### src/rtl/ybp_pkg.sv
package ybp_pkg;

	// Default precision of the conversion coefficients (fraction bits).
	localparam int FRAC_BITS_DEFAULT = 16;

	// Coefficients in units of 1e-4, turned into fixed point at elaboration.
	localparam int COEF_R_V_E4 = 14065;
	localparam int COEF_G_U_E4 = 3455;
	localparam int COEF_G_V_E4 = 7169;
	localparam int COEF_B_U_E4 = 11790;
	localparam int SCALE_E4    = 10000;
	localparam int ROUND_E4    = 5000;

	localparam int CHROMA_OFFSET = 128;
	localparam int CHAN_MAX      = 255;
	localparam int SAMPLE_W      = 8;
	localparam int DIFF_W        = SAMPLE_W + 1;

	localparam int IN_DATA_W  = 4 * SAMPLE_W;
	localparam int OUT_DATA_W = 6 * SAMPLE_W;

	// Per-stage load enables, from the handshake logic to the datapath.
	typedef struct packed {
		logic s1;
		logic s2;
		logic s3;
		logic s4;
	} stage_en_t;

endpackage

### src/rtl/yuyv_to_bgr_pair_converter_unit.sv
// YUYV 4:2:2 to BGR pixel-pair converter.
//
// Input stream (s_*): one YUYV word per transfer, two luma samples sharing
// one U and one V. Output stream (m_*): one transfer per input word, carrying
// the two BGR pixels, each channel saturated to 0..255 and truncated.
// Coefficients are fixed point with COEFF_FRAC_BITS fraction bits.
//
// Pipeline: the accepting edge loads the first of four register stages
// (offset, products, sums, saturation), and m_tvalid rises once the word has
// reached the saturation stage. Throughput: one word per cycle, sustained
// while m_tready stays high; the four stages hold up to four words in flight.
//
// Reset (arst_n low) empties the pipeline; data in flight is dropped and
// m_tvalid falls at once. When the receiver stalls, m_tdata holds; each stage
// keeps loading while the one ahead of it is empty or moving, so gaps close
// up and s_tready falls only once all four stages hold a word. s_tready
// is combinational in m_tready through the stage enables.
module yuyv_to_bgr_pair_converter_unit #(
	parameter int COEFF_FRAC_BITS = ybp_pkg::FRAC_BITS_DEFAULT
) (
	input  logic                             clk,
	input  logic                             arst_n,
	input  logic                             s_tvalid,
	output logic                             s_tready,
	// s_tdata: luma_first, chroma_blue, luma_second, chroma_red (8 bits each)
	input  logic [ybp_pkg::IN_DATA_W-1:0]    s_tdata,
	output logic                             m_tvalid,
	input  logic                             m_tready,
	// m_tdata: blue_first, green_first, red_first,
	//          blue_second, green_second, red_second (8 bits each)
	output logic [ybp_pkg::OUT_DATA_W-1:0]   m_tdata
);

	localparam int SW = ybp_pkg::SAMPLE_W;

	ybp_pkg::stage_en_t en;

	// valid bit for each stage
	logic vld_s1, vld_s2, vld_s3, vld_s4;

	// a stage loads when empty or when its contents move on
	always_comb begin
		en.s4 = !vld_s4 || m_tready;
		en.s3 = !vld_s3 || en.s4;
		en.s2 = !vld_s2 || en.s3;
		en.s1 = !vld_s1 || en.s2;
	end

	assign s_tready = en.s1;
	assign m_tvalid = vld_s4;

	always_ff @(posedge clk or negedge arst_n) begin
		if (!arst_n) begin
			vld_s1 <= 1'b0;
			vld_s2 <= 1'b0;
			vld_s3 <= 1'b0;
			vld_s4 <= 1'b0;
		end else begin
			if (en.s1) vld_s1 <= s_tvalid;
			if (en.s2) vld_s2 <= vld_s1;
			if (en.s3) vld_s3 <= vld_s2;
			if (en.s4) vld_s4 <= vld_s3;
		end
	end

	logic [SW-1:0]                       luma_first_s2;
	logic [SW-1:0]                       luma_second_s2;
	logic signed [COEFF_FRAC_BITS+10:0]  r_v_s2;
	logic signed [COEFF_FRAC_BITS+10:0]  g_u_s2;
	logic signed [COEFF_FRAC_BITS+10:0]  g_v_s2;
	logic signed [COEFF_FRAC_BITS+10:0]  b_u_s2;

	ybp_chroma_terms #(
		.COEFF_FRAC_BITS(COEFF_FRAC_BITS)
	) u_terms (
		.clk            (clk),
		.en             (en),
		.luma_first     (s_tdata[0*SW +: SW]),
		.chroma_blue    (s_tdata[1*SW +: SW]),
		.luma_second    (s_tdata[2*SW +: SW]),
		.chroma_red     (s_tdata[3*SW +: SW]),
		.luma_first_s2  (luma_first_s2),
		.luma_second_s2 (luma_second_s2),
		.r_v_s2         (r_v_s2),
		.g_u_s2         (g_u_s2),
		.g_v_s2         (g_v_s2),
		.b_u_s2         (b_u_s2)
	);

	// first pixel
	ybp_channel #(
		.COEFF_FRAC_BITS(COEFF_FRAC_BITS)
	) u_pix_first (
		.clk   (clk),
		.en    (en),
		.luma  (luma_first_s2),
		.r_v   (r_v_s2),
		.g_u   (g_u_s2),
		.g_v   (g_v_s2),
		.b_u   (b_u_s2),
		.blue  (m_tdata[0*SW +: SW]),
		.green (m_tdata[1*SW +: SW]),
		.red   (m_tdata[2*SW +: SW])
	);

	// second pixel
	ybp_channel #(
		.COEFF_FRAC_BITS(COEFF_FRAC_BITS)
	) u_pix_second (
		.clk   (clk),
		.en    (en),
		.luma  (luma_second_s2),
		.r_v   (r_v_s2),
		.g_u   (g_u_s2),
		.g_v   (g_v_s2),
		.b_u   (b_u_s2),
		.blue  (m_tdata[3*SW +: SW]),
		.green (m_tdata[4*SW +: SW]),
		.red   (m_tdata[5*SW +: SW])
	);

`ifndef SYNTHESIS
	// an empty first stage always takes a transfer
	a_empty_takes: assert property (@(posedge clk) disable iff (!arst_n)
		!vld_s1 |-> s_tready)
		else $error("first stage empty but s_tready low");

	// an accepted word lands in stage 1
	a_accept_lands: assert property (@(posedge clk) disable iff (!arst_n)
		s_tvalid && s_tready |=> vld_s1)
		else $error("accepted transfer lost at stage 1");

	// a word in stage 3 moving on reaches the output
	a_s3_moves: assert property (@(posedge clk) disable iff (!arst_n)
		vld_s3 && en.s4 |=> m_tvalid)
		else $error("word lost between stage 3 and output");

	// a stalled output keeps the stage behind it full
	a_stall_holds: assert property (@(posedge clk) disable iff (!arst_n)
		vld_s3 && m_tvalid && !m_tready |=> vld_s3)
		else $error("stage 3 dropped a word during stall");
`endif

endmodule

### src/rtl/ybp_chroma_terms.sv
// Stage 1: register samples and remove the chroma offset.
// Stage 2: the four coefficient products.
module ybp_chroma_terms #(
	parameter int COEFF_FRAC_BITS = ybp_pkg::FRAC_BITS_DEFAULT
) (
	input  logic                                     clk,
	input  ybp_pkg::stage_en_t                       en,
	input  logic [ybp_pkg::SAMPLE_W-1:0]             luma_first,
	input  logic [ybp_pkg::SAMPLE_W-1:0]             chroma_blue,
	input  logic [ybp_pkg::SAMPLE_W-1:0]             luma_second,
	input  logic [ybp_pkg::SAMPLE_W-1:0]             chroma_red,
	output logic [ybp_pkg::SAMPLE_W-1:0]             luma_first_s2,
	output logic [ybp_pkg::SAMPLE_W-1:0]             luma_second_s2,
	output logic signed [COEFF_FRAC_BITS+10:0]       r_v_s2,
	output logic signed [COEFF_FRAC_BITS+10:0]       g_u_s2,
	output logic signed [COEFF_FRAC_BITS+10:0]       g_v_s2,
	output logic signed [COEFF_FRAC_BITS+10:0]       b_u_s2
);

	localparam int COEF_W = COEFF_FRAC_BITS + 1;
	localparam int PROD_W = COEFF_FRAC_BITS + 11;

	localparam logic [63:0] COEF_R_V_WIDE =
		((64'(ybp_pkg::COEF_R_V_E4) << COEFF_FRAC_BITS) + 64'(ybp_pkg::ROUND_E4))
		/ 64'(ybp_pkg::SCALE_E4);
	localparam logic [63:0] COEF_G_U_WIDE =
		((64'(ybp_pkg::COEF_G_U_E4) << COEFF_FRAC_BITS) + 64'(ybp_pkg::ROUND_E4))
		/ 64'(ybp_pkg::SCALE_E4);
	localparam logic [63:0] COEF_G_V_WIDE =
		((64'(ybp_pkg::COEF_G_V_E4) << COEFF_FRAC_BITS) + 64'(ybp_pkg::ROUND_E4))
		/ 64'(ybp_pkg::SCALE_E4);
	localparam logic [63:0] COEF_B_U_WIDE =
		((64'(ybp_pkg::COEF_B_U_E4) << COEFF_FRAC_BITS) + 64'(ybp_pkg::ROUND_E4))
		/ 64'(ybp_pkg::SCALE_E4);

	// Zero-extended by one bit so the products are signed.
	localparam logic signed [COEF_W:0] COEF_R_V = {1'b0, COEF_R_V_WIDE[COEF_W-1:0]};
	localparam logic signed [COEF_W:0] COEF_G_U = {1'b0, COEF_G_U_WIDE[COEF_W-1:0]};
	localparam logic signed [COEF_W:0] COEF_G_V = {1'b0, COEF_G_V_WIDE[COEF_W-1:0]};
	localparam logic signed [COEF_W:0] COEF_B_U = {1'b0, COEF_B_U_WIDE[COEF_W-1:0]};

	localparam logic [ybp_pkg::DIFF_W-1:0] OFFSET = ybp_pkg::DIFF_W'(ybp_pkg::CHROMA_OFFSET);

	logic [ybp_pkg::SAMPLE_W-1:0]      luma_first_s1;
	logic [ybp_pkg::SAMPLE_W-1:0]      luma_second_s1;
	logic signed [ybp_pkg::DIFF_W-1:0] du_s1;
	logic signed [ybp_pkg::DIFF_W-1:0] dv_s1;

	always_ff @(posedge clk) begin
		if (en.s1) begin
			luma_first_s1  <= luma_first;
			luma_second_s1 <= luma_second;
			du_s1          <= $signed({1'b0, chroma_blue} - OFFSET);
			dv_s1          <= $signed({1'b0, chroma_red} - OFFSET);
		end
	end

	always_ff @(posedge clk) begin
		if (en.s2) begin
			luma_first_s2  <= luma_first_s1;
			luma_second_s2 <= luma_second_s1;
			r_v_s2         <= PROD_W'(COEF_R_V * dv_s1);
			g_u_s2         <= PROD_W'(COEF_G_U * du_s1);
			g_v_s2         <= PROD_W'(COEF_G_V * dv_s1);
			b_u_s2         <= PROD_W'(COEF_B_U * du_s1);
		end
	end

endmodule

### src/rtl/ybp_channel.sv
// One output pixel. Stage 3: luma plus chroma terms. Stage 4: saturate, truncate.
module ybp_channel #(
	parameter int COEFF_FRAC_BITS = ybp_pkg::FRAC_BITS_DEFAULT
) (
	input  logic                               clk,
	input  ybp_pkg::stage_en_t                 en,
	input  logic [ybp_pkg::SAMPLE_W-1:0]       luma,
	input  logic signed [COEFF_FRAC_BITS+10:0] r_v,
	input  logic signed [COEFF_FRAC_BITS+10:0] g_u,
	input  logic signed [COEFF_FRAC_BITS+10:0] g_v,
	input  logic signed [COEFF_FRAC_BITS+10:0] b_u,
	output logic [ybp_pkg::SAMPLE_W-1:0]       blue,
	output logic [ybp_pkg::SAMPLE_W-1:0]       green,
	output logic [ybp_pkg::SAMPLE_W-1:0]       red
);

	localparam int ACC_W = COEFF_FRAC_BITS + 11;
	localparam logic signed [ACC_W-1:0] TOP =
		ACC_W'(ybp_pkg::CHAN_MAX) <<< COEFF_FRAC_BITS;

	logic signed [ACC_W-1:0] base;
	logic signed [ACC_W-1:0] blue_acc_s3;
	logic signed [ACC_W-1:0] green_acc_s3;
	logic signed [ACC_W-1:0] red_acc_s3;

	assign base = $signed(ACC_W'(luma)) <<< COEFF_FRAC_BITS;

	always_ff @(posedge clk) begin
		if (en.s3) begin
			blue_acc_s3  <= base + b_u;
			green_acc_s3 <= base - g_u - g_v;
			red_acc_s3   <= base + r_v;
		end
	end

	function automatic logic [ybp_pkg::SAMPLE_W-1:0] clamp(input logic signed [ACC_W-1:0] acc);
		logic [ybp_pkg::SAMPLE_W-1:0] res;
		if (acc < 0) begin
			res = '0;
		end else if (acc >= TOP) begin
			res = ybp_pkg::SAMPLE_W'(ybp_pkg::CHAN_MAX);
		end else begin
			res = acc[COEFF_FRAC_BITS +: ybp_pkg::SAMPLE_W];
		end
		return res;
	endfunction

	always_ff @(posedge clk) begin
		if (en.s4) begin
			blue  <= clamp(blue_acc_s3);
			green <= clamp(green_acc_s3);
			red   <= clamp(red_acc_s3);
		end
	end

endmodule
### config.mk
export PLATFORM = sky130hd
export DESIGN_NAME = yuyv_to_bgr_pair_converter_unit
export DESIGN_NICKNAME = d
export VERILOG_FILES = /design/src/rtl/ybp_pkg.sv /design/src/rtl/yuyv_to_bgr_pair_converter_unit.sv /design/src/rtl/ybp_chroma_terms.sv /design/src/rtl/ybp_channel.sv
export SDC_FILE = /design/constraint.sdc
export NUM_CORES = 1
export LEC_CHECK = 0
export ABC_AREA = 0
export BUFFER_PORTS_ARGS = -buffer_cell sky130_fd_sc_hd__buf_2
export CELL_PAD_IN_SITES_DETAIL_PLACEMENT = 1
export CELL_PAD_IN_SITES_GLOBAL_PLACEMENT = 1
export CORE_AREA = 10 10 206 208
export CTS_CLUSTER_SIZE = 20
export DETAILED_ROUTE_END_ITERATION = 8
export DIE_AREA = 0 0 216 218
export PLACE_DENSITY = 0.91
export RECOVER_POWER = 25
export SYNTH_ARGS = -nofsm -noshare
export SYNTH_HDL_FRONTEND = slang
export SYNTH_SLANG_ARGS = --single-unit
export TNS_END_PERCENT = 5
### constraint.sdc
create_clock -name clk -period 6.2 [get_ports clk]
set_input_delay 1.24 -clock clk [delete_from_list [all_inputs] [get_ports clk]]
set_output_delay 1.24 -clock clk [all_outputs]
set_load 0.01 [all_outputs]
# Word-level counts from Yosys, hierarchy flattened
# Index checks and enable logic that the tools add are counted.
word_totals:
  ff_bits: 368
  inputBits: 36
  output_inout_bits: 50
  word_cells: 66
op_classes:
  n_addsub: 10
  mul: 4
  n_lt_le_gt_ge: 12
  n_mux: 6
  reduce_logical: 8
ops:
  columns: ["cell", "count"]
  rows:
  - ["27-bit by 25-bit greater-or-equal comparator with 1-bit output, second input constant", 6]
  - ["27-bit by 1-bit less-than comparator with 1-bit output, second input constant", 6]
  - ["25-bit by 27-bit adder with 27-bit output", 4]
  - ["25-bit by 27-bit subtractor with 27-bit output", 2]
  - ["27-bit subtractor", 2]
  - ["8-bit two-way mux", 6]
  - ["18-bit by 9-bit multiplier with 27-bit output, first input constant", 1]
  - ["17-bit by 9-bit multiplier with 26-bit output, first input constant", 1]
  - ["16-bit by 9-bit multiplier with 25-bit output, first input constant", 1]
  - ["14-bit by 9-bit multiplier with 23-bit output, first input constant", 1]
  - ["8-bit by 8-bit subtractor with 9-bit output, second input constant", 2]
  - ["1-bit zero test", 4]
  - ["1-bit logical OR", 4]

# Longest topological paths before layout
depth:
  word_depth: 5
  ltp_mapped: 19
  ltp_nobuf: 19

# By module
# A second synthesis with hierarchy kept.
unflattened:
  cells_unflattened: 2074
  area_unflattened_um2: 22232.6
by_module_without_submodules:
  columns: ["module", "n_inst", "cells_each", "area_per_inst_um2", "seq_area_each_um2"]
  rows:
  - ["ybp_chroma_terms", 1, 1107, 12986.2, 4294.1]
  - ["ybp_channel at u_pix_second", 1, 482, 4570.6, 1711.6]
  - ["ybp_channel at u_pix_first", 1, 472, 4506.8, 1711.6]
  - ["yuyv_to_bgr_pair_converter_unit", 1, 13, 168.9, 100.1]

# Least setup slack after synthesis
# No wires, ideal clock.
synth_path:
  path_kind: "flip-flop to flip-flop"
  startpoint: "register u_terms.dv_s1[7] (netlist bit)"
  endpoint: "register u_terms.g_v_s2[22], data pin"
  setup_ns: 0.258
  t_arrival_ns: 4.993
  required_ns: 5.942
  slack_ns: 0.949
  stages_incl_launch_ff: 20
  n_path_buf: 2
  period_less_slack_ns: 5.251
  cell_sequence: "edfxtp_1 > clkbuf_1 > inv_1 > ha_1 > ha_1 > inv_1 > fa_1 > inv_1 > fa_1 > ha_1 > ha_1 > buf_2 > a21oi_1 > o21ai_0 > or4_1 > a41oi_1 > o31ai_1 > a31o_2 > a21oi_1 > xnor2_1"
synth_between:
  elab_chain_len: 1
synth_lines:
  columns: ["element", "line_no", "source"]
  rows:
  - ["start, declared", "ybp_chroma_terms.sv:47", "logic signed [ybp_pkg::DIFF_W-1:0] dv_s1;"]
  - ["start signal, assigned", "ybp_chroma_terms.sv:54", "dv_s1 <= $signed({1'b0, chroma_red} - OFFSET);"]
  - ["17-bit by 9-bit multiplier with 26-bit output", "ybp_chroma_terms.sv:64", "g_v_s2 <= PROD_W'(COEF_G_V * dv_s1);"]
  - ["end signal, assigned", "ybp_chroma_terms.sv:64", null]
  - ["end, declared", "ybp_chroma_terms.sv:16", "output logic signed [COEFF_FRAC_BITS+10:0] g_v_s2,"]
# Every way passes these cells.
# A chain may end at the register's enable or synchronous reset.

# Worst setup path in the final report
layout_path:
  startpoint: "register u_terms.dv_s1[3] (netlist bit)"
  endpoint: "register u_terms.g_v_s2[22], data pin"
# Same word-level chain as after synthesis.

==> flow_summary.yaml <==
timing:
  drv_slew: 187
  fmax_ghz: 0.1812
  timing.hold.ws_ps: 418.0
  rsz0062_at_grt: "false"
  skew_ps: 13.25
  finalCritPeriodShare_pct: 88.99
  tns_ps: 0
  setup_violations: 0
  final_hold_viol_count: 0
  final.setup.worst_slack_ps: 682.4
  max-slew-margin-rel_pct: -128.3
  tightest_slew_ps: 3425
  fin_crit_ps: 5518
floorplanning:
  num_rows: 72
  io_pins: 86
  die_w_um: 216
  initial_core_util_pct: 50.64
  core_um2: 38290
  die_y_um: 218
  dieArea_um2: 47090
global_routing:
  grt_max_degree: 68
  grtUsageMet1_pct: 23.87
  use_met2_pct: 38.66
  grt_pass1_wl_mm: 78.50
  grt_usage_pct: 20.74
  grt_pass1_vias: 14710
  use_met3_pct: 2.330
  grt_antenna_before_repair: 0
  overflow: 0
  grt-busiest-layer: "met2"
synth:
  yosysWarningCount: 0
  yosysSeqAreaShare_pct: 36.92
  synth-async-reset-ratio_pct: 1.674
  syn_inst: 1708
  ys_top_cells_by_area: "edfxtp_1, ha_1, fa_1, inv_1, xnor2_1"
  synth_area_um2: 19390
  synth.avg_cell_area_um2: 11.35
  synth.most_common_cell: "ha_1"
  synth_top_area_cell: "edfxtp_1"
  synth.ff_latch_count: 239
  synth_edf_count: 235
  yosysTopAreaCellShare_pct: 36.40
  synth_top_flop_cell: "edfxtp_1"
  syn-num-nets: 2212
  synth.distinct_cells: 63
  yosys-top-cells-count: "ha_1, inv_1, edfxtp_1, nor2_1, fa_1"
clock_network:
  cts_tree: "built"
  numCtsBuffers: 28
  post_cts_buffers: 0
  post_cts_resized: 0
  clock_latency_ps: 560
  clock-sinks: 239
  root_buffer: "clkbuf_16"
  hold_buffers: 0
  path_clk_slew_ps: 60
  cts_max_path_buffers: 3
  htree_levels: 1
routing:
  remaining_drc_errors: 0
  dr_total_vias: 12950
  first_iter_violations: 565
  vias_per_cell: 5.515
  drtAntennaViolNets: 0
  avgRoutedWirePerCell_um: 20.86
  wirelength_mm: 48.99
  first_pass_iters: 5
layout:
  largest_reg_flops: 26
  fin_nets: 2317
  finalInstanceArea_um2: 21310
  fill_cells: 4053
  syn2layout_area_growth_pct: 9.893
  largest-register: "u_terms.g_v_s2"
  layout-drive-gt1-share_pct: 8.415
  n_antenna_cell: 0
  regArea_um2: 7157
  top_regs: "u_terms.g_v_s2 (26), u_terms.g_u_s2 (20), u_terms.b_u_s2 (16)"
  multi_input_area_um2: 11100
critical_path:
  criticalPathCategory: "reg2reg"
  worst_ep_required_time_ps: 6500
  worst_setup_path_end_kind: "flop"
  crit_chain: "fa_1, inv_1, fa_1, fa_1, inv_1, fa_1, ha_1, ha_1, a21oi_1, o21ai_0, or4_1, a41oi_1, o31ai_1, a31o_2, a21oi_1, xnor2_1"
  slowest_delay_ps: 550
  worst-path-max-fanout: 8
  cp.arrival_ps: 5820
  crit_buf_inv: 2
  cp_common_cell: "fa_1"
  cp_top_family: "adder cells"
  cp-start-kind: "flop"
  cp_slowest_cell: "edfxtp_1"
place:
  globalplace.congestion: 0.9337
  io_buffers: 85
  dpl-instance-area_um2: 20470
  preCtsSetupSlack_ps: 735.0
  dpl.hpwl_mm: 40.19
status:
  outcome: "complete, but fails checks"
  violations: "capacitance limit, slew limit"
flow_run:
  cap_violations: 4
worst_hold_path:
  hp-class: "reg2reg"
-- worst register-to-register path: cells and delay by family (launching register included) --
kind	cells	cell delay, ps
fa+ha+maj	6	2680
xor+xnor	1	90
flops	1	550
simple gates	1	460
compound gates	6	1310
buf+inv	2	180
-- cell usage in the layout (no fill, tap or decap), drive strengths merged, types with 20 or more instances in the layout --
master,count
ha,340
inv,285
edfxtp,235
nor2,153
fa,128
a21oi,83
xnor2,80
buf,80
clkbuf,48
o21ai,46
a21o,43
nand2,42
xor2,31
nand3,24
nor3,20
-- stage by stage --
stage / util, % / instances
after floorplan: - / 1708
after global placement: 53.46 / 2301
after detailed placement: 53.46 / 2301
after CTS: 55.74 / 2348
after global routing: 55.65 / 2348
final: 55.65 / 2348
-- area by class of cell --
type,count,share of cell area [%]
flip-flops and latches,239,33.59
multi-input cells,1168,52.11
clock buffers,35,3.512
clock inverters,12,0.5931
well taps,518,3.042
inverters,283,4.986
repair buffers,93,2.167
-- layer usage --
layer | wire length [um] | vias to the layer above
li1 | - | 6081
met1 | 19880 | 6508
met2 | 25440 | 262
met3 | 1709 | 99
met4 | 1958 | 0
met5 | 0 | -
-- cell families (layout without fill, tap and decap cells) --
kind of cell | Yosys count | count (layout) | synth area share (%)
multiplexers | 3 | 3 | 0.1549
adder cells (fa/ha/maj) | 468 | 468 | 35.16
AO/OA/AOI/OAI | 276 | 276 | 9.590
buffers and inverters | 301 | 423 | 5.834
AND/OR/NAND/NOR | 310 | 310 | 7.331
XOR/XNOR | 111 | 111 | 5.015
flip-flops | 239 | 239 | 36.92
-- worst paths after layout --
check / to / slack [ps] / from / cells after the start
worst max-delay path: u_terms.g_v_s2[22]$_DFFE_PP_ / 680 / u_terms.dv_s1[3]$_DFFE_PP_ / 16
worst min-delay path: u_terms.luma_second_s2[0]$_DFFE_PP_ / 420 / u_terms.luma_second_s1[0]$_DFFE_PP_ / 0
worst max register to register: u_terms.g_v_s2[22]$_DFFE_PP_ / 680 / u_terms.dv_s1[3]$_DFFE_PP_ / 16
worst min register to register: u_terms.luma_second_s2[0]$_DFFE_PP_ / 420 / u_terms.luma_second_s1[0]$_DFFE_PP_ / 0
max in group asynchronous: m_tvalid$_DFFE_PN0P_ / 5470 / arst_n / 1
min in group asynchronous: vld_s2$_DFFE_PN0P_ / 520 / arst_n / 1
Power is not shown: default switching activity piles up to over one toggle a cycle in this logic, so the estimate is an artifact.
